$ cat src/rtl/i2cmrr_pkg.sv
// shared types and constants of the i2c register read master
`default_nettype none

package i2cmrr_pkg;

   // request opcodes
   localparam logic [1:0] OP_TICK  = 2'd0;
   localparam logic [1:0] OP_READ  = 2'd1;
   localparam logic [1:0] OP_WRITE = 2'd2;

   // top bit of a byte on the wire
   localparam logic [7:0] MSB_MASK = 8'h80;

   // one tick of pin levels and status
   typedef struct packed {
      logic       scl_level;
      logic       sda_release;
      logic       byte_valid;
      logic [7:0] read_byte;
      logic       last_byte;
      logic       done_res;
      logic       nack_error;
      logic       busy_res;
   } i2cmrr_result_type;

endpackage

`default_nettype wire

$ cat src/rtl/i2c_master_register_read_top.sv
// I2C register read master: request channel, sequencer and registered result
// Each request is one bus delay tick. A read or write opcode taken while idle
// starts a transaction; each request returns the SCL/SDA drive for that tick,
// any finished read byte, and busy, done and address-NACK status. One request
// is accepted every clock cycle; its result appears from the output register
// on the following cycle. A new request is taken in the same cycle that the
// waiting result is collected, and the request side stalls while that result
// is held off. The sequencer's combinational next-tick logic sets the rate.
`default_nettype none

module i2c_master_register_read_top (
   input  wire logic       clock,
   input  wire logic       reset,
   input  wire logic       req_valid,
   output wire logic       req_stall,
   input  wire logic [1:0] req_opcode,
   input  wire logic [7:0] req_dev_addr,
   input  wire logic [7:0] req_reg_addr,
   input  wire logic [7:0] req_read_length,
   input  wire logic       req_sda_in,
   output wire logic       rsp_valid,
   input  wire logic       rsp_stall,
   output wire logic       rsp_scl_level,
   output wire logic       rsp_sda_release,
   output wire logic       rsp_byte_valid,
   output wire logic [7:0] rsp_read_byte,
   output wire logic       rsp_last_byte,
   output wire logic       rsp_done_res,
   output wire logic       rsp_nack_error,
   output wire logic       rsp_busy_res
);
   import i2cmrr_pkg::*;

   logic              req_accept;
   i2cmrr_result_type step_result;
   logic              rsp_valid_ff;
   i2cmrr_result_type rsp_data_ff;

   // take a request whenever the output register is free or draining
   assign req_stall  = rsp_valid_ff & rsp_stall;
   assign req_accept = req_valid & ~req_stall;

   i2cmrr_engine u_engine (
      .clock           (clock),
      .reset           (reset),
      .step_en         (req_accept),
      .req_opcode      (req_opcode),
      .req_dev_addr    (req_dev_addr),
      .req_reg_addr    (req_reg_addr),
      .req_read_length (req_read_length),
      .req_sda_in      (req_sda_in),
      .result          (step_result)
   );

   // output valid
   always_ff @(posedge clock) begin
      if (reset) begin
         rsp_valid_ff <= 1'b0;
      end else if (req_accept) begin
         rsp_valid_ff <= 1'b1;
      end else if (!rsp_stall) begin
         rsp_valid_ff <= 1'b0;
      end
   end

   // output payload
   always_ff @(posedge clock) begin
      if (req_accept) begin
         rsp_data_ff <= step_result;
      end
   end

   assign rsp_valid       = rsp_valid_ff;
   assign rsp_scl_level   = rsp_data_ff.scl_level;
   assign rsp_sda_release = rsp_data_ff.sda_release;
   assign rsp_byte_valid  = rsp_data_ff.byte_valid;
   assign rsp_read_byte   = rsp_data_ff.read_byte;
   assign rsp_last_byte   = rsp_data_ff.last_byte;
   assign rsp_done_res    = rsp_data_ff.done_res;
   assign rsp_nack_error  = rsp_data_ff.nack_error;
   assign rsp_busy_res    = rsp_data_ff.busy_res;

endmodule

`default_nettype wire

$ cat src/rtl/i2cmrr_engine.sv
// bus sequencer: holds the transaction state and works out one tick per request
`default_nettype none

module i2cmrr_engine (
   input  wire logic                          clock,
   input  wire logic                          reset,
   input  wire logic                          step_en,
   input  wire logic [1:0]                    req_opcode,
   input  wire logic [7:0]                    req_dev_addr,
   input  wire logic [7:0]                    req_reg_addr,
   input  wire logic [7:0]                    req_read_length,
   input  wire logic                          req_sda_in,
   output i2cmrr_pkg::i2cmrr_result_type      result
);
   import i2cmrr_pkg::*;

   typedef enum logic [3:0] {
      PH_IDLE,
      PH_START_A,
      PH_SEND_DEV,
      PH_ACK_DEV,
      PH_SEND_REG,
      PH_ACK_REG,
      PH_START_B,
      PH_SEND_DEVR,
      PH_ACK_DEVR,
      PH_READ,
      PH_MACK,
      PH_STOP,
      PH_STOP_ERR
   } phase_type;

   phase_type  phase_ff, phase_in;
   logic [1:0] tick_ff, tick_in;
   logic [2:0] bit_ff, bit_in;
   logic [7:0] shift_ff, shift_in;
   logic [7:0] left_ff, left_in;
   logic [7:0] dev_ff, dev_in;
   logic [7:0] regaddr_ff, regaddr_in;
   logic       mode_ff, mode_in;

   // next state and pin levels for this tick
   always_comb begin
      phase_type  ph;
      logic [1:0] tk;
      logic [2:0] bc;
      logic [7:0] sh;
      logic [7:0] bl;
      logic [7:0] sh_rd;
      logic [7:0] bl_dec;

      ph = phase_ff;
      tk = tick_ff;
      bc = bit_ff;
      sh = shift_ff;
      bl = left_ff;
      dev_in     = dev_ff;
      regaddr_in = regaddr_ff;
      mode_in    = mode_ff;

      // opcode taken only while idle, first start tick driven at once
      if (phase_ff == PH_IDLE && (req_opcode == OP_READ || req_opcode == OP_WRITE)) begin
         dev_in     = req_dev_addr;
         regaddr_in = req_reg_addr;
         bl         = req_read_length;
         mode_in    = (req_opcode == OP_READ);
         ph = PH_START_A;
         tk = 2'd0;
         bc = 3'd0;
         sh = 8'd0;
      end

      sh_rd  = {sh[6:0], req_sda_in};
      bl_dec = (bl != 8'd0) ? bl - 8'd1 : bl;

      phase_in = ph;
      tick_in  = tk;
      bit_in   = bc;
      shift_in = sh;
      left_in  = bl;
      result   = '0;
      result.scl_level   = 1'b1;
      result.sda_release = 1'b1;

      case (ph)
         PH_IDLE: begin
         end
         PH_START_A, PH_START_B: begin
            result.busy_res    = 1'b1;
            result.sda_release = (tk < 2'd2);
            if (tk == 2'd3) begin
               tick_in = 2'd0;
               bit_in  = 3'd0;
               if (ph == PH_START_A) begin
                  phase_in = PH_SEND_DEV;
                  shift_in = mode_in ? {dev_in[6:0], 1'b0} : dev_in;
               end else begin
                  phase_in = PH_SEND_DEVR;
                  shift_in = {dev_in[6:0], 1'b1};
               end
            end else begin
               tick_in = tk + 2'd1;
            end
         end
         PH_SEND_DEV, PH_SEND_REG, PH_SEND_DEVR: begin
            result.busy_res    = 1'b1;
            result.scl_level   = tk[0];
            result.sda_release = |(sh & MSB_MASK);
            if (tk != 2'd0) begin
               shift_in = {sh[6:0], 1'b0};
               tick_in  = 2'd0;
               if (bc == 3'd7) begin
                  bit_in = 3'd0;
                  case (ph)
                     PH_SEND_DEV: phase_in = PH_ACK_DEV;
                     PH_SEND_REG: phase_in = PH_ACK_REG;
                     default:     phase_in = PH_ACK_DEVR;
                  endcase
               end else begin
                  bit_in = bc + 3'd1;
               end
            end else begin
               tick_in = 2'd1;
            end
         end
         PH_ACK_DEV, PH_ACK_REG, PH_ACK_DEVR: begin
            result.busy_res  = 1'b1;
            result.scl_level = tk[0];
            if (tk != 2'd0) begin
               tick_in  = 2'd0;
               bit_in   = 3'd0;
               shift_in = 8'd0;
               case (ph)
                  PH_ACK_DEV: begin
                     // only a refused read address aborts
                     if (mode_in && req_sda_in) begin
                        phase_in = PH_STOP_ERR;
                     end else begin
                        phase_in = PH_SEND_REG;
                        shift_in = regaddr_in;
                     end
                  end
                  PH_ACK_REG: phase_in = mode_in ? PH_START_B : PH_STOP;
                  default:    phase_in = (bl == 8'd0) ? PH_STOP : PH_READ;
               endcase
            end else begin
               tick_in = 2'd1;
            end
         end
         PH_READ: begin
            result.busy_res  = 1'b1;
            result.scl_level = (tk != 2'd0);
            // sample the data line mid-high
            if (tk == 2'd2) begin
               shift_in = sh_rd;
               if (bc == 3'd7) begin
                  result.byte_valid = 1'b1;
                  result.read_byte  = sh_rd;
                  result.last_byte  = (bl <= 8'd1);
               end
            end
            if (tk == 2'd3) begin
               tick_in = 2'd0;
               if (bc == 3'd7) begin
                  bit_in   = 3'd0;
                  phase_in = PH_MACK;
               end else begin
                  bit_in = bc + 3'd1;
               end
            end else begin
               tick_in = tk + 2'd1;
            end
         end
         PH_MACK: begin
            result.busy_res    = 1'b1;
            result.scl_level   = tk[0];
            result.sda_release = (bl <= 8'd1);
            if (tk != 2'd0) begin
               left_in  = bl_dec;
               tick_in  = 2'd0;
               bit_in   = 3'd0;
               shift_in = 8'd0;
               phase_in = (bl_dec == 8'd0) ? PH_STOP : PH_READ;
            end else begin
               tick_in = 2'd1;
            end
         end
         PH_STOP, PH_STOP_ERR: begin
            result.busy_res    = 1'b1;
            result.scl_level   = (tk != 2'd0);
            result.sda_release = (tk >= 2'd2);
            if (tk >= 2'd2) begin
               result.done_res   = 1'b1;
               result.nack_error = (ph == PH_STOP_ERR);
               phase_in = PH_IDLE;
               tick_in  = 2'd0;
               bit_in   = 3'd0;
               shift_in = 8'd0;
            end else begin
               tick_in = tk + 2'd1;
            end
         end
         default: begin
            phase_in = PH_IDLE;
            tick_in  = 2'd0;
            bit_in   = 3'd0;
            shift_in = 8'd0;
         end
      endcase
   end

   // state advances once per accepted request
   always_ff @(posedge clock) begin
      if (reset) begin
         phase_ff   <= PH_IDLE;
         tick_ff    <= 2'd0;
         bit_ff     <= 3'd0;
         shift_ff   <= 8'd0;
         left_ff    <= 8'd0;
         dev_ff     <= 8'd0;
         regaddr_ff <= 8'd0;
         mode_ff    <= 1'b0;
      end else if (step_en) begin
         phase_ff   <= phase_in;
         tick_ff    <= tick_in;
         bit_ff     <= bit_in;
         shift_ff   <= shift_in;
         left_ff    <= left_in;
         dev_ff     <= dev_in;
         regaddr_ff <= regaddr_in;
         mode_ff    <= mode_in;
      end
   end

endmodule

`default_nettype wire

$ cat config.mk
export PLATFORM = sky130hd
export DESIGN_NAME = i2c_master_register_read_top
export DESIGN_NICKNAME = d
export VERILOG_FILES = /design/src/rtl/i2cmrr_pkg.sv /design/src/rtl/i2c_master_register_read_top.sv /design/src/rtl/i2cmrr_engine.sv
export SDC_FILE = /design/constraint.sdc
export NUM_CORES = 1
export LEC_CHECK = 0
export BUFFER_PORTS_ARGS = -buffer_cell sky130_fd_sc_hd__buf_2
export CORE_MARGIN = 2
export CORE_UTILIZATION = 30
export CTS_CLUSTER_DIAMETER = 50
export DETAILED_ROUTE_END_ITERATION = 16
export SLEW_MARGIN = 25
export SYNTH_ARGS = -nofsm -noshare
export SYNTH_HDL_FRONTEND = slang
export SYNTH_SLANG_ARGS = --single-unit
$ cat constraint.sdc
create_clock -name clock -period 9.6 [get_ports clock]
set_input_delay 0.96 -clock clock [delete_from_list [all_inputs] [get_ports clock]]
set_output_delay 0.96 -clock clock [all_outputs]
set_load 0.005 [all_outputs]
# Word level (Yosys, flattened, before mapping)
# Cells that the tools add are included.
[op_classes]
addsub = 3
order_cmp = 3
n_eq_ne = 18
n_mux = 56
n_bitwise = 3
reduce_logical = 21
[op_table]
columns = ["cell", "count"]
rows = [
  ["$mux 8", 17],
  ["$pmux 8 s7", 1],
  ["$mux 4", 11],
  ["$pmux 4 s7", 1],
  ["$mux 3", 8],
  ["$eq 4x4->1 const B", 5],
  ["$pmux 3 s6", 1],
  ["$eq 4x3->1 const B", 4],
  ["$logic_not 8->1", 2],
  ["$pmux 4 s2", 2],
  ["$mux 2", 6],
  ["$reduce_or 12->1", 1],
  ["$reduce_or 3->1", 4],
  ["$mux 10", 1],
  ["$eq 4x2->1 const B", 2],
  ["$le 8x1->1 const B", 1],
  ["$logic_not 4->1", 2],
  ["$pmux 2 s4", 1],
  ["$reduce_bool 8->1", 1],
  ["$sub 8x1->8 const B", 1],
  ["$reduce_or 7->1", 1],
  ["$eq 2x2->1 const B", 3],
  ["$mux 1", 5],
  ["$eq 4x1->1 const B", 1],
  ["other kinds (18)", 22],
]
[word_totals]
ff_bits = 58
input_bits = 31
output_inout_bits = 17

# Logic depth before layout (Yosys ltp)
# Gate-level depths: netlist (run 1).
[logic_depth]
ltp_word = 10
mapped_depth = 16

# By module
# A second synthesis (run 1) with hierarchy kept.
[hier_totals]
cells_unflattened = 542
area_unflattened_um2 = 4100.2
[modules_own_cells]
columns = ["mod", "n_inst", "cells_per_inst", "area_per_inst_um2", "seq_area_each_um2"]
rows = [
  ["i2cmrr_engine", 1, 522, 3603.5, 840.8],
  ["i2c_master_register_read_top", 1, 20, 496.7, 470.5],
]

# Worst setup path after synthesis (run 1)
# Ideal clock, no wire load.
[synth_path]
path_kind = "in2reg"
from = "input req_opcode[1]"
to = "register u_engine.shift_ff[1]"
arrival_ns = 3.981
setup_slack_ns = 5.549
stages = 16
n_path_buf = 3
cell_sequence = "inv_1 ha_1 clkbuf_1 clkinv_1 nand2_2 clkbuf_1 clkbuf_1 nand2_1 inv_1 ha_1 nor4bb_1 a21oi_1 o21ai_0 a32o_1 a31oi_1 a21oi_1"
[synth_between]
elab_chain_cells = 9
[synth_lines]
columns = ["item", "line", "source"]
rows = [
  ["from (decl)", "i2c_master_register_read_top.sv:16", "input wire logic [1:0] req_opcode,"],
  ["$eq 2x1->1 or $eq 2x2->1 (tied branches)", "i2cmrr_engine.sv:62, i2cmrr_engine.sv:66", ""],
  ["$logic_or 1x1->1", "i2cmrr_engine.sv:62", "if (phase_ff == PH_IDLE && (req_opcode == OP_READ || req_opcode == OP_WRITE)) begin"],
  ["$logic_and 1x1->1", "i2cmrr_engine.sv:62", ""],
  ["$mux 1", "i2cmrr_engine.sv:62", ""],
  ["$logic_and 1x1->1", "i2cmrr_engine.sv:136", "if (mode_in && req_sda_in) begin"],
  ["$mux 8", "i2cmrr_engine.sv:136", ""],
  ["$mux 8", "i2cmrr_engine.sv:133", "case (ph)"],
  ["$mux 8", "i2cmrr_engine.sv:129", "if (tk != 2'd0) begin"],
  ["$pmux 8 s7 (*)", "i2cmrr_engine.sv:85", "case (ph)"],
  ["to (signal assigned)", "i2cmrr_engine.sv:227", "shift_ff <= shift_in;"],
  ["to (decl)", "i2cmrr_engine.sv:36", "logic [7:0] shift_ff, shift_in;"],
]
# Mark *: on every way between the ends. The rest lies on a longest branch, timed or not.
# A chain may end at the register's enable or synchronous reset.

# Final worst setup path (run 1)
# Same ends and word-level chain as after synthesis.

==> impl_metrics.csv, run 1 <==
group,metric,value,unit
worst_setup_path,cp_top_family,"compound AO/OA/AOI/OAI gates",
placed_design,io_buffers,47,
sta,layout_setup_ws,5.32,ns
sta,tightest_slew,0.905,ns
grt,grt_pass1_wl,23800,um
power_and_ir_drop,power_frac_seq,34.3,%
power_and_ir_drop,p_sw_share,30.8,%
worst_setup_path,crit_buf_inv,4,
worst_setup_path,critPathMaxStageDelay,0.64,ns
synth,synth_ff_type,"dfxtp_1",
clock_network,cts_setup_buffers,0,
clock_network,cts_root_buf,"clkbuf_16",
floorplan,core_area,0.0151,mm2
floorplan,die_x,128,um
worst_setup_path,ff2ff_setup_slack,5.76,ns
worst_setup_path,cp-end-kind,"register",
clock_network,cts_resized,0,
placed_design,dpl.hpwl,9980,um
power_and_ir_drop,power_density,151,mW/mm2
synth,syn_area,0.00459,mm2
floorplan,core.rowCount,45,
detailed_routing,viasPerCell,5.84,
sta,max_freq,0.234,GHz
power_and_ir_drop,p_int,549,uW
clock_network,cts.sinks,58,
sta,maxSlewHeadroom,39.0,%
detailed_routing,drt-initial-drc-count,535,
final_layout,layout_commonest_cell,"nand2_1",
power_and_ir_drop,clkPwrFrac,43.6,%
sta,setup_viol_count_final,0,
worst_setup_path,worstPathArrival,4.54,ns
placed_design,dp_slack,5.12,ns
power_and_ir_drop,p_leak,0.00201,uW
final_layout,antennaDiodeCount,0,
run_status,status,"finished clean",
floorplan,start_util,30.4,%
final_layout,finish.utilization,34.8,%
detailed_routing,drcViolationCount,0,
final_layout,final_area,0.00525,mm2
final_layout,drive_above_1_share,13.9,%
worst_setup_path,cpMaxStageDelayCell,"ha_1",
grt,grt_max_degree,51,
final_layout,final_cell_mix,"nand2_1 (83), o21ai_0 (63), a21oi_1 (52)",
synth,ys_ff_latch,58,
clock_network,insertion_delay,0.34,ns
detailed_routing,drtPass1Iterations,5,
grt,grt_usage,18.0,%
worst_setup_path,critPathKind,"input port to register",
power_and_ir_drop,p_comb_share,22.1,%
worst_setup_path,start_kind,"input port",
sta,fin_tns_setup,0,ns
synth,syn-num-nets,650,
clock_network,clockBufferDepth,2,
floorplan,ios,48,
placed_design,placed_area,0.00493,mm2
sta,hold_viol,0,
grt,grt_overflow,0,
sta,rsz0062_at_grt,"no",
synth,synth_warnings,0,
worst_setup_path,critPathRequiredTime,9.86,ns
synth,synth_cell_type_count,71,
sta,period_minus_slack,4.28,ns
clock_network,cts_tree,"yes",
clock_network,cts-buffers-inserted,9,
worst_setup_path,cp_max_fo,18,
final_layout,nFillCells,1627,
detailed_routing,wl,14600,um
detailed_routing,vias,4800,
grt,antenna_found_initial,0,
final_layout,area_growth_syn_to_layout,14.4,%
placed_design,gp_congestion,0.903,
worst_hold_path,hp-class,"register to register",
clock_network,ctsHoldBuffers,0,
worst_setup_path,cp_cell_sequence,"buf_2, inv_1, ha_1, clkinv_1, nand2_2, nand2_1, inv_1, ha_1, nor4bb_1, a21oi_1, o21ai_0, a32o_1, a31oi_1, a21oi_1",
sta,slew_violations,0,
clock_network,htree_levels,3,
run,drv_cap,0,
synth,synth-async-reset-ratio,0,%
power_and_ir_drop,vdd_drop_max,73.6,uV
floorplan,die_h,128,um
sta,finalCritPeriodShare,44.6,%
detailed_routing,antenna_left,0,
floorplan,dieArea,0.0163,mm2
synth,synth_cells,609,
detailed_routing,routedWlPerCell,17.8,um
grt,grt_pass1_vias,4536,
power_and_ir_drop,p_sw,244,uW
final_layout,final_nets,670,
synth,synth-edff-count,15,
sta,fin_skew,0.0114,ns
synth,ys_seq_area_share,28.6,%
synth,avgSynthCellArea,7.53,um2
clock_network,path_clk_slew,0.05,ns
power groups by stage:
stage / logic, uW / registers [uW] / clock network [uW]
floorplan: 126 / 273 / 0
global placement: 171 / 277 / 0
detailed placement: 172 / 277 / 0
CTS: 172 / 272 / 351
global route: 192 / 273 / 358
finish: 176 / 272 / 346
kinds of logic after synthesis:
logic type	count (synthesis)	synth area share (%)
XOR/XNOR	5	0.955
AND/OR/NAND/NOR	218	23.7
AO/OA/AOI/OAI	228	32.7
multiplexers	23	5.32
buffers and inverters	67	5.98
flip-flops	58	28.6
adder cells (fa/ha/maj)	10	2.73
routing by layer:
metal  vias up  wire length [um]  GRT usage (%)  share of wire (%)
met1      2231              6860           25.3                 47
li1       2307                 -              -                  -
met5         -                 0              0                  0
met3        36               970           3.22                6.6
met4         0               378           7.05                2.6
met2       226              6390           27.1                 44
per-stage QoR:
step	hold slack (ns)	instances	power, uW
2_1_floorplan	0.432	609	399
3_3_place_gp	0.441	805	448
3_5_place_dp	0.443	805	448
4_1_cts	0.450	821	795
5_1_grt	0.474	822	823
6_report	0.449	822	794
tightest hold or removal path, cell delays in order, from the launching register on:
cell and delay (ns):
dfxtp_1 0.30, nand2_1 0.05, a21oi_1 0.05
cell type report:
type	instances	area (um2)	area share (%)
multi-input cells	484	3000	57.3
clock inverters	6	81.3	1.55
well taps	188	235	4.48
inverters	18	67.6	1.29
clock buffers	10	229	4.37
repair buffers	58	318	6.06
flip-flops and latches	58	1310	25.0
final timing paths:
kind,startpoint,end,cells past startpoint
max,req_opcode[1],u_engine.shift_ff[1],14
min,u_engine.bit_ff[0],u_engine.bit_ff[0],2
max reg2reg,u_engine.phase_ff[0],u_engine.phase_ff[1],10
min reg2reg,u_engine.bit_ff[0],u_engine.bit_ff[0],2
synth_stat cells, types with 3 or more instances:
| cell type | number | area share (%) |
|---|---|---|
| nand2_1 | 83 | 6.8 |
| o21ai_0 | 63 | 6.9 |
| a21oi_1 | 52 | 5.7 |
| dfxtp_1 | 43 | 19 |
| clkbuf_1 | 36 | 2.9 |
| nor2_1 | 35 | 2.9 |
| mux2i_1 | 21 | 4.6 |
| inv_1 | 17 | 1.4 |
| nor3_1 | 17 | 1.9 |
| a211oi_1 | 15 | 2.5 |
| edfxtp_1 | 15 | 9.8 |
| a31oi_1 | 13 | 1.8 |
| nand3_1 | 12 | 1.3 |
| and2_1 | 11 | 1.5 |
| ha_1 | 10 | 2.7 |
| nor2b_1 | 10 | 1.4 |
| buf_2 | 9 | 0.98 |
| o211ai_1 | 9 | 1.5 |
| and3_1 | 8 | 1.1 |
| nand2b_1 | 8 | 1.1 |
| or3_1 | 8 | 1.1 |
| a21boi_0 | 7 | 1.1 |
| a222oi_1 | 6 | 1.3 |
| a22o_1 | 6 | 1.1 |
| o22ai_1 | 6 | 0.82 |
| a22oi_1 | 5 | 0.82 |
| o31ai_1 | 5 | 0.82 |
| xnor2_1 | 5 | 0.95 |
| a21o_1 | 4 | 0.65 |
| a311oi_1 | 4 | 0.76 |
| nand3b_1 | 4 | 0.65 |
| o211a_1 | 4 | 0.87 |
| o21a_1 | 4 | 0.65 |
| or2_2 | 4 | 0.55 |
| a221o_1 | 3 | 0.65 |
| a221oi_1 | 3 | 0.57 |
| a32oi_1 | 3 | 0.57 |
registers in the layout, summed over array words and instances (netlist names), 2 cells and up:
register / flops
u_engine.dev_ff: 8
u_engine.bit_ff: 3
u_engine.phase_ff: 4
rsp_read_byte: 8
u_engine.shift_ff: 8
u_engine.left_ff: 8
u_engine.regaddr_ff: 8
u_engine.tick_ff: 2
Power figures use the tool's default switching activity.
==> inputs of run 2 (changes only) <==
==> constraint.sdc (replaced) <==
create_clock -name clock -period 3.5 [get_ports clock]
set_input_delay 0.35 -clock clock [delete_from_list [all_inputs] [get_ports clock]]
set_output_delay 0.35 -clock clock [all_outputs]
set_load 0.005 [all_outputs]
==> impl_metrics.csv, run 2 (synthesis gave the netlist of run 1 again) <==
group,metric,value,unit
detailed_routing,drcViolationCount,0,
clock_network,path_clk_slew,0.06,ns
clock_network,ctsHoldBuffers,0,
clock_network,cts_resized,0,
power_and_ir_drop,power_density,386,mW/mm2
floorplan,ios,48,
sta,hold_viol,0,
placed_design,gp_congestion,0.930,
power_and_ir_drop,vdd_drop_max,170,uV
worst_setup_path,critPathKind,"register to register",
placed_design,dpl.hpwl,10600,um
run,drv_cap,0,
sta,finalCritPeriodShare,93.4,%
sta,max_freq,0.306,GHz
worst_setup_path,r2r-start,"u_engine.phase_ff[0]",
clock_network,cts.sinks,58,
power_and_ir_drop,power_frac_seq,36.4,%
final_layout,layout_commonest_cell,"nand2_1",
final_layout,final_cell_mix,"nand2_1 (83), o21ai_0 (63), a21oi_1 (52)",
worst_setup_path,startpoint,"u_engine.phase_ff[0]",
power_and_ir_drop,clkPwrFrac,38.8,%
sta,layout_setup_ws,0.230,ns
worst_setup_path,critPathMaxStageDelay,0.66,ns
final_layout,area_growth_syn_to_layout,16.0,%
grt,grt_pass1_wl,23900,um
worst_hold_path,min_from,"req_valid",
worst_setup_path,cp_cell_sequence,"or4_4, nor2_2, mux2i_1, ha_1, nand3_1, o21ai_0, a222oi_1, a21o_1, o41ai_2",
floorplan,die_x,128,um
worst_hold_path,hp-class,"input port to register",
detailed_routing,vias,4903,
placed_design,dp_slack,0.292,ns
clock_network,clockBufferDepth,2,
grt,grt_max_degree,40,
power_and_ir_drop,p_leak,0.00206,uW
detailed_routing,antenna_left,0,
floorplan,core_area,0.0151,mm2
final_layout,finish.utilization,35.2,%
worst_setup_path,start_kind,"register",
final_layout,drive_above_1_share,16.0,%
worst_setup_path,cpMaxStageDelayCell,"or4_4",
sta,rsz0062_at_grt,"no",
sta,tightest_slew,0.762,ns
worst_setup_path,critPathRequiredTime,3.74,ns
power_and_ir_drop,p_sw,673,uW
detailed_routing,drtPass1Iterations,5,
detailed_routing,viasPerCell,5.85,
sta,slew_violations,0,
floorplan,core.rowCount,45,
final_layout,antennaDiodeCount,0,
clock_network,htree_levels,3,
sta,fin_tns_setup,0,ns
worst_setup_path,cp-end-kind,"register",
grt,antenna_found_initial,0,
sta,period_minus_slack,3.27,ns
clock_network,cts_tree,"yes",
placed_design,io_buffers,47,
worst_setup_path,worstPathArrival,3.51,ns
grt,grt_pass1_vias,4346,
grt,grt_usage,18.4,%
clock_network,cts_setup_buffers,0,
sta,fin_skew,0.00858,ns
clock_network,cts-buffers-inserted,9,
power_and_ir_drop,p_int,1380,uW
sta,maxSlewHeadroom,49.2,%
detailed_routing,routedWlPerCell,17.8,um
final_layout,final_nets,686,
detailed_routing,drt-initial-drc-count,477,
worst_setup_path,cp_max_fo,12,
grt,grt_overflow,0,
run_status,status,"finished clean",
power_and_ir_drop,p_comb_share,24.8,%
clock_network,cts_root_buf,"clkbuf_16",
floorplan,start_util,30.4,%
clock_network,insertion_delay,0.34,ns
floorplan,die_h,128,um
floorplan,dieArea,0.0163,mm2
sta,setup_viol_count_final,0,
detailed_routing,wl,15000,um
power_and_ir_drop,p_sw_share,32.8,%
[run 2: cell count changes in the layout (fill, tap and decap cells not counted)]
cell	delta
buf_4	+17
bufinv_16	-2
clkbuf_4	-1
clkinv_2	+1
clkinvlp_4	+1
[run 2: per-stage QoR]
| step | total power, uW | cells | hold slack, ns | cell area, um2 |
|---|---|---|---|---|
| 6_report | 2050 | 838 | 0.236 | 5320 |
| 5_1_grt | 2150 | 838 | 0.274 | 5320 |
| 4_1_cts | 2060 | 838 | 0.229 | 5320 |
| 3_5_place_dp | 1260 | 822 | 0.444 | 5050 |
| 3_3_place_gp | 1260 | 822 | 0.443 | 5050 |
| 2_1_floorplan | 1090 | 609 | 0.432 | 4590 |
[run 2: per-layer routing]
metal,vias to the layer above,part of all wire [%],global-route usage (%)
li1,2350,-,-
met2,251,43,26.4
met5,-,0,0
met4,0,2.8,8.21
met3,39,7.7,2.64
met1,2263,46,27.1
[run 2: final cells by class]
class,instances,area [um2]
tap,188,235
timing repair buffer,74,438
clock inverter,6,33.8
fill,1582,9770
clock buffer,10,229
multi-input combinational,484,3000
sequential,58,1310
inverter,18,67.6
[run 2: worst max-delay path, delay by kind of cell (launching register included)]
kind                     cells  cell delay [ns]
flip-flops                   1             0.35
adder cells (fa/ha/maj)      1             0.29
multiplexers                 1             0.38
AND/OR/NAND/NOR              3             1.08
AO/OA/AOI/OAI                4             1.07
[run 2: worst paths after layout]
path / endpoint / slack (ns) / cells after the start
worst max-delay path: u_engine.phase_ff[1] / 0.23 / 9
worst max register to register: u_engine.phase_ff[1] / 0.23 / 9
worst min register to register: u_engine.bit_ff[2] / 0.45 / 2
worst min-delay path: rsp_valid / 0.24 / 3
[run 2: power by group through the flow]
stage,logic (uW),clock network (uW),registers (uW)
after floorplan,345,0,750
after global placement,504,0,761
after detailed placement,499,0,760
after CTS,500,815,746
after global routing,560,841,751
final,509,797,747
